**src/rtl/assert_macros.svh**
```systemverilog
// Assertion macros for the RTL files of the combination generator.
// No dependencies; included by files that carry concurrent assertions.
`ifndef ASSERT_MACROS_SVH
`define ASSERT_MACROS_SVH

// Checks that cons holds in the same cycle whenever ante holds.
`define ASSERT_IMP(label, clk, rst_n, ante, cons, msg) \
    label: assert property (@(posedge clk) disable iff (!rst_n) (ante) |-> (cons)) \
        else $error(msg);

// Checks that cons holds in the cycle after ante holds.
`define ASSERT_NXT(label, clk, rst_n, ante, cons, msg) \
    label: assert property (@(posedge clk) disable iff (!rst_n) (ante) |=> (cons)) \
        else $error(msg);

`endif

```
**src/rtl/cgen_pkg.sv**
```systemverilog
// Shared types, constants and helper functions of the combination generator.
// No dependencies; imported by every module of the block.
`default_nettype none

package cgen_pkg;

    localparam int POS_W       = 4;
    localparam int MASK_W      = 16;
    localparam int DATA_W      = 32;
    localparam int CNT_W       = 5;
    localparam int QUEUE_DEPTH = 2;
    localparam int QPTR_W      = $clog2(QUEUE_DEPTH);
    localparam int QCNT_W      = $clog2(QUEUE_DEPTH + 1);

    localparam int DEF_MAX_POSITIONS = 16;
    localparam int DEF_VALUE_BITS    = 32;

    localparam logic [CNT_W-1:0] TOTAL_RESET  = 5'd16;
    localparam logic [CNT_W-1:0] CHOOSE_RESET = 5'd1;

    typedef enum logic [1:0] {
        ACT_LOAD    = 2'd0,
        ACT_RESTART = 2'd1,
        ACT_NEXT    = 2'd2
    } t_action;

    typedef enum logic [1:0] {
        JOB_LOAD = 2'd0,
        JOB_EMIT = 2'd1,
        JOB_DONE = 2'd2
    } t_job_kind;

    typedef enum logic {
        REG_TOTAL  = 1'b0,
        REG_CHOOSE = 1'b1
    } t_reg;

    typedef enum logic {
        BK_IDLE = 1'b0,
        BK_EMIT = 1'b1
    } t_back_state;

    typedef struct packed {
        t_job_kind          kind;
        logic [POS_W-1:0]   index;
        logic [DATA_W-1:0]  value;
        logic [MASK_W-1:0]  mask;
    } t_job;

    function automatic logic [MASK_W-1:0] f_low_ones(input logic [CNT_W-1:0] cnt);
        logic [MASK_W:0] full;
        full = (17'd1 << cnt) - 17'd1;
        return full[MASK_W-1:0];
    endfunction

endpackage

`default_nettype wire

```
**src/rtl/cgen_front.sv**
```systemverilog
// Front end: accepts input requests, keeps the selection mask and builds jobs.
// Depends on cgen_pkg; feeds cgen_fifo.
`default_nettype none

module cgen_front #(
    parameter int MAX_POSITIONS = cgen_pkg::DEF_MAX_POSITIONS
) (
    input  wire logic                        i_clk,
    input  wire logic                        i_rst_n,
    input  wire logic [cgen_pkg::CNT_W-1:0]  i_total,
    input  wire logic [cgen_pkg::CNT_W-1:0]  i_choose,
    input  wire logic                        s_axis_tvalid,
    output logic                             s_axis_tready,
    input  wire logic [39:0]                 s_axis_tdata,
    input  wire logic [1:0]                  s_axis_tuser,
    input  wire logic                        i_full,
    output logic                             o_push,
    output cgen_pkg::t_job                   o_job
);
    import cgen_pkg::*;

    localparam int LIM = (MAX_POSITIONS < MASK_W) ? MAX_POSITIONS : MASK_W;
    localparam logic [CNT_W-1:0] LIM_N = CNT_W'(LIM);

    logic [MASK_W-1:0] r_sel_mask, n_sel_mask;
    logic              r_exhausted, n_exhausted;

    logic [CNT_W-1:0]  w_n, w_k, w_below_cnt;
    logic [MASK_W-1:0] w_m, w_pair, w_pair_oh, w_below, w_next_mask;
    logic [POS_W-1:0]  w_index;
    logic [DATA_W-1:0] w_value;
    logic              w_accept;

    assign s_axis_tready = !i_full;
    assign w_accept      = s_axis_tvalid && !i_full;
    assign w_index       = s_axis_tdata[3:0];
    assign w_value       = s_axis_tdata[35:4];

    always_comb begin
        w_n = (i_total == '0) ? CNT_W'(1) : i_total;
        if (w_n > LIM_N) begin
            w_n = LIM_N;
        end
        w_k = (i_choose == '0) ? CNT_W'(1) : i_choose;
        if (w_k > w_n) begin
            w_k = w_n;
        end
        w_m         = r_sel_mask & f_low_ones(w_n);
        w_pair      = w_m & ~(w_m >> 1) & f_low_ones(w_n - CNT_W'(1));
        w_pair_oh   = w_pair & (~w_pair + MASK_W'(1));
        w_below     = w_m & (w_pair_oh - MASK_W'(1));
        w_below_cnt = CNT_W'($countones(w_below));
        w_next_mask = (w_m & ~((w_pair_oh << 1) | w_pair_oh | (w_pair_oh - MASK_W'(1))))
                    | (w_pair_oh << 1) | f_low_ones(w_below_cnt);
    end

    always_comb begin
        o_push      = 1'b0;
        o_job.kind  = JOB_LOAD;
        o_job.index = w_index;
        o_job.value = w_value;
        o_job.mask  = '0;
        n_sel_mask  = r_sel_mask;
        n_exhausted = r_exhausted;
        if (w_accept) begin
            case (t_action'(s_axis_tuser))
                ACT_LOAD: begin
                    o_push = (32'(w_index) < 32'(MAX_POSITIONS));
                end
                ACT_RESTART: begin
                    o_push      = 1'b1;
                    o_job.kind  = JOB_EMIT;
                    o_job.mask  = f_low_ones(w_k);
                    n_sel_mask  = f_low_ones(w_k);
                    n_exhausted = 1'b0;
                end
                ACT_NEXT: begin
                    o_push = 1'b1;
                    if (!r_exhausted && (w_pair != '0)) begin
                        o_job.kind = JOB_EMIT;
                        o_job.mask = w_next_mask;
                        n_sel_mask = w_next_mask;
                    end else begin
                        o_job.kind  = JOB_DONE;
                        n_exhausted = 1'b1;
                    end
                end
                default: begin
                    o_push = 1'b0;
                end
            endcase
        end
    end

    always_ff @(posedge i_clk) begin
        if (!i_rst_n) begin
            r_sel_mask  <= '0;
            r_exhausted <= 1'b0;
        end else begin
            r_sel_mask  <= n_sel_mask;
            r_exhausted <= n_exhausted;
        end
    end

endmodule

`default_nettype wire

```
**src/rtl/cgen_fifo.sv**
```systemverilog
// Short job queue between the front end and the back end.
// Depends on cgen_pkg for the job type and the queue depth.
`default_nettype none

module cgen_fifo (
    input  wire logic            i_clk,
    input  wire logic            i_rst_n,
    input  wire logic            i_push,
    input  wire cgen_pkg::t_job  i_data,
    output logic                 o_full,
    output logic                 o_valid,
    output cgen_pkg::t_job       o_data,
    input  wire logic            i_pop
);
    import cgen_pkg::*;

    t_job              r_mem [QUEUE_DEPTH];
    logic [QPTR_W-1:0] r_wr_ptr, r_rd_ptr;
    logic [QCNT_W-1:0] r_count;

    assign o_full  = (r_count == QCNT_W'(QUEUE_DEPTH));
    assign o_valid = (r_count != '0);
    assign o_data  = r_mem[r_rd_ptr];

    always_ff @(posedge i_clk) begin
        if (i_push) begin
            r_mem[r_wr_ptr] <= i_data;
        end
    end

    always_ff @(posedge i_clk) begin
        if (!i_rst_n) begin
            r_wr_ptr <= '0;
            r_rd_ptr <= '0;
            r_count  <= '0;
        end else begin
            if (i_push) begin
                r_wr_ptr <= (r_wr_ptr == QPTR_W'(QUEUE_DEPTH - 1)) ? '0
                                                                   : r_wr_ptr + QPTR_W'(1);
            end
            if (i_pop) begin
                r_rd_ptr <= (r_rd_ptr == QPTR_W'(QUEUE_DEPTH - 1)) ? '0
                                                                   : r_rd_ptr + QPTR_W'(1);
            end
            case ({i_push, i_pop})
                2'b10:   r_count <= r_count + QCNT_W'(1);
                2'b01:   r_count <= r_count - QCNT_W'(1);
                default: r_count <= r_count;
            endcase
        end
    end

endmodule

`default_nettype wire

```
**src/rtl/cgen_back.sv**
```systemverilog
// Back end: owns the value store and walks each subset mask, one result a cycle while the output is ready.
// Depends on cgen_pkg; takes jobs from cgen_fifo.
`default_nettype none

module cgen_back #(
    parameter int MAX_POSITIONS = cgen_pkg::DEF_MAX_POSITIONS,
    parameter int VALUE_BITS    = cgen_pkg::DEF_VALUE_BITS
) (
    input  wire logic                         i_clk,
    input  wire logic                         i_rst_n,
    input  wire logic                         i_job_valid,
    input  wire cgen_pkg::t_job               i_job,
    output logic                              o_pop,
    output logic                              o_valid,
    input  wire logic                         i_ready,
    output logic [cgen_pkg::POS_W-1:0]        o_pos,
    output logic [cgen_pkg::DATA_W-1:0]       o_element,
    output logic [cgen_pkg::MASK_W-1:0]       o_mask,
    output logic                              o_last,
    output logic                              o_done
);
    import cgen_pkg::*;

    localparam int AW = $clog2(MAX_POSITIONS);

    logic [VALUE_BITS-1:0] r_store [MAX_POSITIONS];
    logic [VALUE_BITS-1:0] r_rdata;

    t_back_state       r_state, n_state;
    logic [MASK_W-1:0] r_rem, r_mask;
    logic              r_out_valid;
    logic [POS_W-1:0]  r_pos;
    logic [MASK_W-1:0] r_out_mask;
    logic              r_last, r_done;

    logic              w_advance, w_emit, w_emit_done, w_write, w_last;
    logic [MASK_W-1:0] w_src, w_src_mask, w_lowbit, w_rest;
    logic [POS_W-1:0]  w_pos;

    assign w_advance = !r_out_valid || i_ready;
    assign w_src      = (r_state == BK_EMIT) ? r_rem  : i_job.mask;
    assign w_src_mask = (r_state == BK_EMIT) ? r_mask : i_job.mask;
    assign w_lowbit   = w_src & (~w_src + MASK_W'(1));
    assign w_rest     = w_src & ~w_lowbit;
    assign w_last     = (w_rest == '0);

    always_comb begin
        w_pos = '0;
        for (int i = 0; i < MASK_W; i++) begin
            if (w_lowbit[i]) begin
                w_pos = w_pos | POS_W'(i);
            end
        end
    end

    always_comb begin
        n_state     = r_state;
        o_pop       = 1'b0;
        w_emit      = 1'b0;
        w_emit_done = 1'b0;
        w_write     = 1'b0;
        case (r_state)
            BK_IDLE: begin
                if (i_job_valid) begin
                    case (i_job.kind)
                        JOB_LOAD: begin
                            w_write = 1'b1;
                            o_pop   = 1'b1;
                        end
                        JOB_EMIT: begin
                            if (w_advance) begin
                                w_emit = 1'b1;
                                o_pop  = 1'b1;
                                if (!w_last) begin
                                    n_state = BK_EMIT;
                                end
                            end
                        end
                        JOB_DONE: begin
                            if (w_advance) begin
                                w_emit_done = 1'b1;
                                o_pop       = 1'b1;
                            end
                        end
                        default: begin
                            o_pop = 1'b1;
                        end
                    endcase
                end
            end
            BK_EMIT: begin
                if (w_advance) begin
                    w_emit = 1'b1;
                    if (w_last) begin
                        n_state = BK_IDLE;
                    end
                end
            end
            default: begin
                n_state = BK_IDLE;
            end
        endcase
    end

    always_ff @(posedge i_clk) begin
        if (w_write) begin
            r_store[AW'(i_job.index)] <= VALUE_BITS'(i_job.value);
        end
        if (w_emit) begin
            r_rdata <= r_store[AW'(w_pos)];
        end
    end

    always_ff @(posedge i_clk) begin
        if (w_emit) begin
            r_rem      <= w_rest;
            r_pos      <= w_pos;
            r_out_mask <= w_src_mask;
            r_last     <= w_last;
            r_done     <= 1'b0;
        end else if (w_emit_done) begin
            r_pos      <= '0;
            r_out_mask <= '0;
            r_last     <= 1'b0;
            r_done     <= 1'b1;
        end
        if (w_emit && (r_state == BK_IDLE)) begin
            r_mask <= i_job.mask;
        end
    end

    always_ff @(posedge i_clk) begin
        if (!i_rst_n) begin
            r_state     <= BK_IDLE;
            r_out_valid <= 1'b0;
        end else begin
            r_state <= n_state;
            if (w_emit || w_emit_done) begin
                r_out_valid <= 1'b1;
            end else if (i_ready) begin
                r_out_valid <= 1'b0;
            end
        end
    end

    assign o_valid   = r_out_valid;
    assign o_pos     = r_pos;
    assign o_element = r_done ? '0 : DATA_W'(r_rdata);
    assign o_mask    = r_out_mask;
    assign o_last    = r_last;
    assign o_done    = r_done;

endmodule

`default_nettype wire

```
**src/rtl/k_of_n_combination_generator_core.sv**
```systemverilog
// Top level of the k-of-n combination generator: register port, front end,
// job queue and back end. Depends on assert_macros.svh, cgen_pkg, cgen_front, cgen_fifo, cgen_back.
//
//   Channel   Direction  Content
//   s_axis    in         tuser: action; tdata: index [3:0], value [35:4]
//   m_axis    out        tuser: done; tlast: last; tdata: position, element, mask
//   apb       in/out     total_count at 0x0, choose_count at 0x4
//
// A restart or next request yields one result per selected position, one per cycle while m_axis
// is ready, as the back end walks the subset mask; a next request with no further subset yields a done result.
// The front end accepts a request in each cycle the two-entry job queue has room.
// A stalled output holds its result while the front end keeps filling the queue.
// Reset clears the mask, the exhausted flag, the queue and the output valid; the store is kept.
`default_nettype none
`include "assert_macros.svh"

module k_of_n_combination_generator_core #(
    parameter int MAX_POSITIONS = cgen_pkg::DEF_MAX_POSITIONS,
    parameter int VALUE_BITS    = cgen_pkg::DEF_VALUE_BITS
) (
    input  wire logic        i_clk,
    input  wire logic        i_rst_n,
    input  wire logic        s_axis_tvalid,
    output logic             s_axis_tready,
    input  wire logic [39:0] s_axis_tdata,   // index [3:0], value [35:4], zeros above
    input  wire logic [1:0]  s_axis_tuser,   // action [1:0]
    output logic             m_axis_tvalid,
    input  wire logic        m_axis_tready,
    output logic [55:0]      m_axis_tdata,   // position [3:0], element [35:4],
                                             // subset_mask [51:36], zeros above
    output logic             m_axis_tlast,
    output logic             m_axis_tuser,   // done_res
    input  wire logic        psel,
    input  wire logic        penable,
    input  wire logic        pwrite,
    input  wire logic [2:0]  paddr,
    input  wire logic [31:0] pwdata,
    output logic [31:0]      prdata,
    output logic             pready
);
    import cgen_pkg::*;

    logic [CNT_W-1:0] r_total, r_choose;
    logic             w_cfg_we;

    logic             w_push, w_full, w_job_valid, w_pop;
    t_job             w_push_job, w_head_job;

    logic [POS_W-1:0]  w_out_pos;
    logic [DATA_W-1:0] w_out_element;
    logic [MASK_W-1:0] w_out_mask;
    logic              w_out_valid, w_out_last, w_out_done;

    assign pready   = 1'b1;
    assign w_cfg_we = psel && penable && pwrite;

    always_ff @(posedge i_clk) begin
        if (!i_rst_n) begin
            r_total  <= TOTAL_RESET;
            r_choose <= CHOOSE_RESET;
        end else if (w_cfg_we) begin
            case (t_reg'(paddr[2]))
                REG_TOTAL:  r_total  <= pwdata[CNT_W-1:0];
                REG_CHOOSE: r_choose <= pwdata[CNT_W-1:0];
                default:    r_total  <= r_total;
            endcase
        end
    end

    always_comb begin
        case (t_reg'(paddr[2]))
            REG_TOTAL:  prdata = 32'(r_total);
            REG_CHOOSE: prdata = 32'(r_choose);
            default:    prdata = '0;
        endcase
    end

    cgen_front #(
        .MAX_POSITIONS (MAX_POSITIONS)
    ) u_front (
        .i_clk         (i_clk),
        .i_rst_n       (i_rst_n),
        .i_total       (r_total),
        .i_choose      (r_choose),
        .s_axis_tvalid (s_axis_tvalid),
        .s_axis_tready (s_axis_tready),
        .s_axis_tdata  (s_axis_tdata),
        .s_axis_tuser  (s_axis_tuser),
        .i_full        (w_full),
        .o_push        (w_push),
        .o_job         (w_push_job)
    );

    cgen_fifo u_fifo (
        .i_clk   (i_clk),
        .i_rst_n (i_rst_n),
        .i_push  (w_push),
        .i_data  (w_push_job),
        .o_full  (w_full),
        .o_valid (w_job_valid),
        .o_data  (w_head_job),
        .i_pop   (w_pop)
    );

    cgen_back #(
        .MAX_POSITIONS (MAX_POSITIONS),
        .VALUE_BITS    (VALUE_BITS)
    ) u_back (
        .i_clk       (i_clk),
        .i_rst_n     (i_rst_n),
        .i_job_valid (w_job_valid),
        .i_job       (w_head_job),
        .o_pop       (w_pop),
        .o_valid     (w_out_valid),
        .i_ready     (m_axis_tready),
        .o_pos       (w_out_pos),
        .o_element   (w_out_element),
        .o_mask      (w_out_mask),
        .o_last      (w_out_last),
        .o_done      (w_out_done)
    );

    assign m_axis_tvalid = w_out_valid;
    assign m_axis_tdata  = {4'd0, w_out_mask, w_out_element, w_out_pos};
    assign m_axis_tlast  = w_out_last;
    assign m_axis_tuser  = w_out_done;

    `ASSERT_IMP(a_done_is_bare, i_clk, i_rst_n, w_out_valid && w_out_done, !w_out_last && (w_out_mask == '0), "done result carries an element")
    `ASSERT_IMP(a_pos_selected, i_clk, i_rst_n, w_out_valid && !w_out_done, w_out_mask[w_out_pos], "emitted position is not in the subset mask")
    `ASSERT_IMP(a_last_is_top, i_clk, i_rst_n, w_out_valid && !w_out_done && w_out_last, (w_out_mask >> w_out_pos) == MASK_W'(1), "last flag set below the top selected position")
    `ASSERT_IMP(a_no_push_full, i_clk, i_rst_n, w_push, !w_full, "job pushed into a full queue")

endmodule

`default_nettype wire

```
**config.mk**
```make
export PLATFORM = sky130hd
export DESIGN_NAME = k_of_n_combination_generator_core
export DESIGN_NICKNAME = d
export VERILOG_FILES = /design/src/rtl/cgen_pkg.sv /design/src/rtl/cgen_front.sv /design/src/rtl/cgen_fifo.sv /design/src/rtl/cgen_back.sv /design/src/rtl/k_of_n_combination_generator_core.sv
export VERILOG_INCLUDE_DIRS = /design/src /design/src/rtl
export SDC_FILE = /design/constraint.sdc
export NUM_CORES = 1
export LEC_CHECK = 0
export BUFFER_PORTS_ARGS = -buffer_cell sky130_fd_sc_hd__clkbuf_2
export CAP_MARGIN = 25
export CORE_MARGIN = 2
export CORE_UTILIZATION = 61
export DETAILED_ROUTE_END_ITERATION = 16
export GPL_ROUTABILITY_DRIVEN = 0
export PLACE_DENSITY_LB_ADDON = 0.1
export SKIP_LAST_GASP = 1
export SLEW_MARGIN = 15
export SYNTH_ARGS = -nofsm -noshare
export SYNTH_HDL_FRONTEND = slang
export SYNTH_SLANG_ARGS = --single-unit
```
**constraint.sdc**
```tcl
create_clock -name i_clk -period 15.2 [get_ports i_clk]
set_input_delay 0 -clock i_clk [delete_from_list [all_inputs] [get_ports i_clk]]
set_output_delay 0 -clock i_clk [all_outputs]
set_load 0.01 [all_outputs]
```
==> results by group <==
Drt
  – Initial DRC Count: 2007
  – Wire per inst: 23.94 µm
  – Drt total wl: 72380 µm
  – Vias/cell: 6.161
  – Via count: 18630
  – 1st-pass router iterations: 7
  – Drt drc: 0
  – ANT nets after route: 0

Floorplanning
  – I/O pins: 177
  – Cell Rows: 83
  – Core region area: 51510 µm²
  – Initial Utilization: 61.83%
  – Die height: 232.5 µm
  – Chip width: 232.5 µm
  – Die Area: 54060 µm²

Global routing
  – Tot GR Track Use: 26.84%
  – Initial antenna violation count: 0
  – GR Overflow Total: 0
  – Largest net degree at the start of global routing: 67
  – Vias in the first global route: 17920
  – Global-route wire length before repair: 107200 µm

Timing
  – Fmax: 0.1012 GHz
  – Period utilisation layout: 65.02%
  – Final WS setup: 5.317 ns
  – Setup Skew: 0.02270 ns
  – Slew Limit Fails: 0
  – Final setup violation count: 0
  – Final hold vios: 0
  – Relative slew slack: 32.66%
  – Fin crit period: 9.883 ns
  – TNS Setup: 0 ns
  – Slew @ Worst Pin: 1.010 ns
  – RSZ-0062 raised after global routing: false

Pwr
  – Clock share of power: 28.5%
  – Psw: 1.821 mW
  – Pint: 4.126 mW
  – Peak VDD IR: 0.0001038 V
  – Power consumption: 5.948 mW
  – Sw frac: 30.62%
  – Part of the power in registers: 44.4%
  – Comb power frac: 27.1%
  – Lkg Pwr: 13.37 nW
  – Power per cell area: 166.1 nW/µm²

Critical path
  – Critical path capture point type: register
  – CP most frequent cell: fa_1
  – CP max FO: 30
  – R2R Path Start: r_total[4]
  – Reg2reg end: u_fifo.r_mem[1][12]
  – Worst path slowest cell: dfxtp_1
  – Critical path startpoint category: register
  – Reg2Reg Setup Slack: 5.32 ns
  – Critical Path RT: 15.64 ns
  – Worst path arrival time: 10.33 ns
  – WS Path Type: reg -> reg
  – Setup crit end: u_fifo.r_mem[1][12]
  – Max stage delay on crit path: 0.94 ns
  – CP startpoint: r_total[4]
  – R2R cell count: 31

Run
  – Max-cap viol count: 0

Synthesis
  – Post-synthesis sequential area ratio: 68.57%
  – Ys Warns: 0
  – Register bit total from synthesis: 739
  – Avg Cell Area, Syn: 14.95 µm²
  – Post-Syn Area: 31850 µm²
  – Top FF cell, synth: edfxtp_1
  – Syn Inst Count: 2131
  – Yosys cell types: 83
  – EDFF count, synth: 704
  – Async SR Flop Fraction: 0%

Clocking
  – Clock tree buffer depth: 3
  – CTS HTree Levels: 3
  – CTS buffer count: 73
  – Clock transition at the registers of the reported paths: 0.07 ns
  – Clk_lat worst skew: 0.61 ns
  – CTS tree: done
  – Clk root buf: clkbuf_16
  – Num Clock Sinks: 739

Final layout
  – Non-Filler Instances: 3023
  – Antenna diode count: 0
  – Layout cells sized above 1: 15.32%
  – P&R area growth vs syn: 12.43%
  – Final net count: 2414

Placement
  – Port Buffers: 111
  – Dpl cells: 2839
  – Pre-CTS WS: 5.527 ns
  – DP Wirelength: 39730 µm

Hold path
  – Hold wc startpoint: s_axis_tuser[1]
  – Worst Hold Class: in -> reg

Status
  – Outcome: completed
-- metrics by stage --
| step | util [%] | hold WS (ns) | instance area, µm² |
|---|---|---|---|
| after floorplan | - | 0.09887 | 31970 |
| after global placement | 63.93 | 0.1876 | 32930 |
| after detailed placement | 64.01 | 0.1926 | 32970 |
| after CTS | 69.36 | 0.01016 | 35730 |
| after global routing | 69.52 | 0.08223 | 35810 |
| final | 69.52 | 0.05400 | 35810 |
-- critical path, delay by kind of cell (launching register included) --
kind            cells  cell delay [ns]
fa+ha+maj           9             3.77
flops               1             0.94
simple gates       10             2.65
xor+xnor            1             0.24
compound gates      7             1.69
buf+inv             4             0.40
-- layout by cell type (no fill, tap or decap), types with 33 or more instances in the layout --
| master | netlist | final |
|---|---|---|
| nor2_1 | 118 | 100 |
| inv_1 | 56 | 55 |
| nor2b_1 | 55 | 55 |
| a21oi_1 | 37 | 37 |
| buf_4 | 36 | 35 |
| mux2i_1 | 307 | 307 |
| clkbuf_16 | 0 | 75 |
| conb_1 | 2 | 33 |
| or4_1 | 33 | 33 |
| edfxtp_1 | 704 | 704 |
| mux2_2 | 48 | 48 |
| nand2_1 | 86 | 86 |
| o22ai_1 | 137 | 137 |
| dlygate4sd3_1 | 0 | 52 |
| clkbuf_2 | 1 | 111 |
| o21ai_0 | 50 | 49 |
-- flip-flops by register name, summed over array words and instances (netlist names), 2 cells and up, named ones only --
register / count
u_back.r_rdata: 32
u_fifo.r_count: 2
r_choose: 5
u_back.r_mask: 16
u_front.r_sel_mask: 16
u_back.o_mask: 16
u_back.r_rem: 15
u_fifo.r_mem: 108
u_back.r_store: 512
u_back.o_pos: 4
r_total: 5
-- layout make-up --
| class | count | area (µm²) |
|---|---|---|
| inverters | 56 | 210.2 |
| fillers | 3493 | 15700 |
| flip-flops and latches | 739 | 21850 |
| repair buffers | 204 | 1451 |
| well taps | 680 | 850.8 |
| clock inverters | 41 | 316.6 |
| clock buffers | 87 | 1922 |
| multi-input cells | 1216 | 9210 |
-- power groups by stage --
| stage | combinational (mW) | sequential, mW | clock, mW |
|---|---|---|---|
| floorplan | 1.18 | 2.64 | 0 |
| global placement | 1.51 | 2.69 | 0 |
| detailed placement | 1.56 | 2.70 | 0 |
| CTS | 1.58 | 2.66 | 1.72 |
| global route | 1.74 | 2.65 | 1.80 |
| finish | 1.61 | 2.64 | 1.69 |
-- repair_timing --
item                      4_1_cts  5_1_grt
hold buffers                   52        0
hold endpoints to repair       86        0
setup buffers                   0        0
resized for setup               0        0
-- worst min path at each step --
stage          slack [ns]                  end  cells after the start
6_report             0.05  u_fifo.r_mem[0][15]                      5
2_1_floorplan         0.1  u_fifo.r_mem[0][16]                      0
4_1_cts              0.01  u_fifo.r_mem[0][15]                      5
3_5_place_dp         0.19  u_fifo.r_mem[0][42]                      1
3_3_place_gp         0.19  u_fifo.r_mem[0][31]                      1
5_1_grt              0.08  u_fifo.r_mem[0][15]                      5
-- routing by layer --
layer  vias up  share of wire [%]  global-route usage (%)
li1       8478                  -                       -
met1      9243                 41                   37.29
met2       759                 48                   43.76
met3       146                7.6                   4.449
met4         0                2.7                   8.519
met5         -                  0                       0
-- cells in the mapped netlist, types with 4 or more instances --
library cell	instances	area, µm²
a211o_1	4	35.03
a21boi_0	7	52.55
a21o_1	4	30.03
a21oi_1	37	185.2
a22oi_1	15	112.6
a31oi_1	8	50.05
and2_1	17	106.4
and3_1	5	31.28
buf_1	6	22.52
buf_2	30	150.1
buf_4	36	270.3
buf_6	15	168.9
clkbuf_1	63	236.5
dfxtp_1	35	700.7
edfxtp_1	704	21140
fa_1	11	220.2
ha_1	29	362.9
inv_1	56	210.2
mux2_2	48	540.5
mux2_4	8	120.1
mux2i_1	307	3073
mux2i_2	5	68.82
nand2_1	86	322.8
nand2b_1	19	118.9
nand3_1	19	95.09
nand3b_1	6	45.04
nand4_1	5	31.28
nand4b_1	4	35.03
nor2_1	118	442.9
nor2b_1	55	344.1
nor3_1	29	145.1
nor3b_1	8	60.06
nor4_1	5	31.28
o211ai_1	10	75.07
o21a_1	7	52.55
o21ai_0	50	250.2
o221ai_1	6	52.55
o22ai_1	137	857.1
o32ai_1	4	35.03
or2_2	7	43.79
or3_1	5	31.28
or4_1	33	247.7
xnor2_1	6	52.55
-- cells by family after synthesis --
group	after synthesis	share of synthesized area (%)
flops	739	68.57
simple gates	438	7.228
mux	370	12.08
compound gates	327	6.706
buf+inv	207	3.339
fa+ha+maj	40	1.831
xor+xnor	8	0.2200
other cells	2	0.02358
No activity file was read; power rests on OpenSTA's default activity.
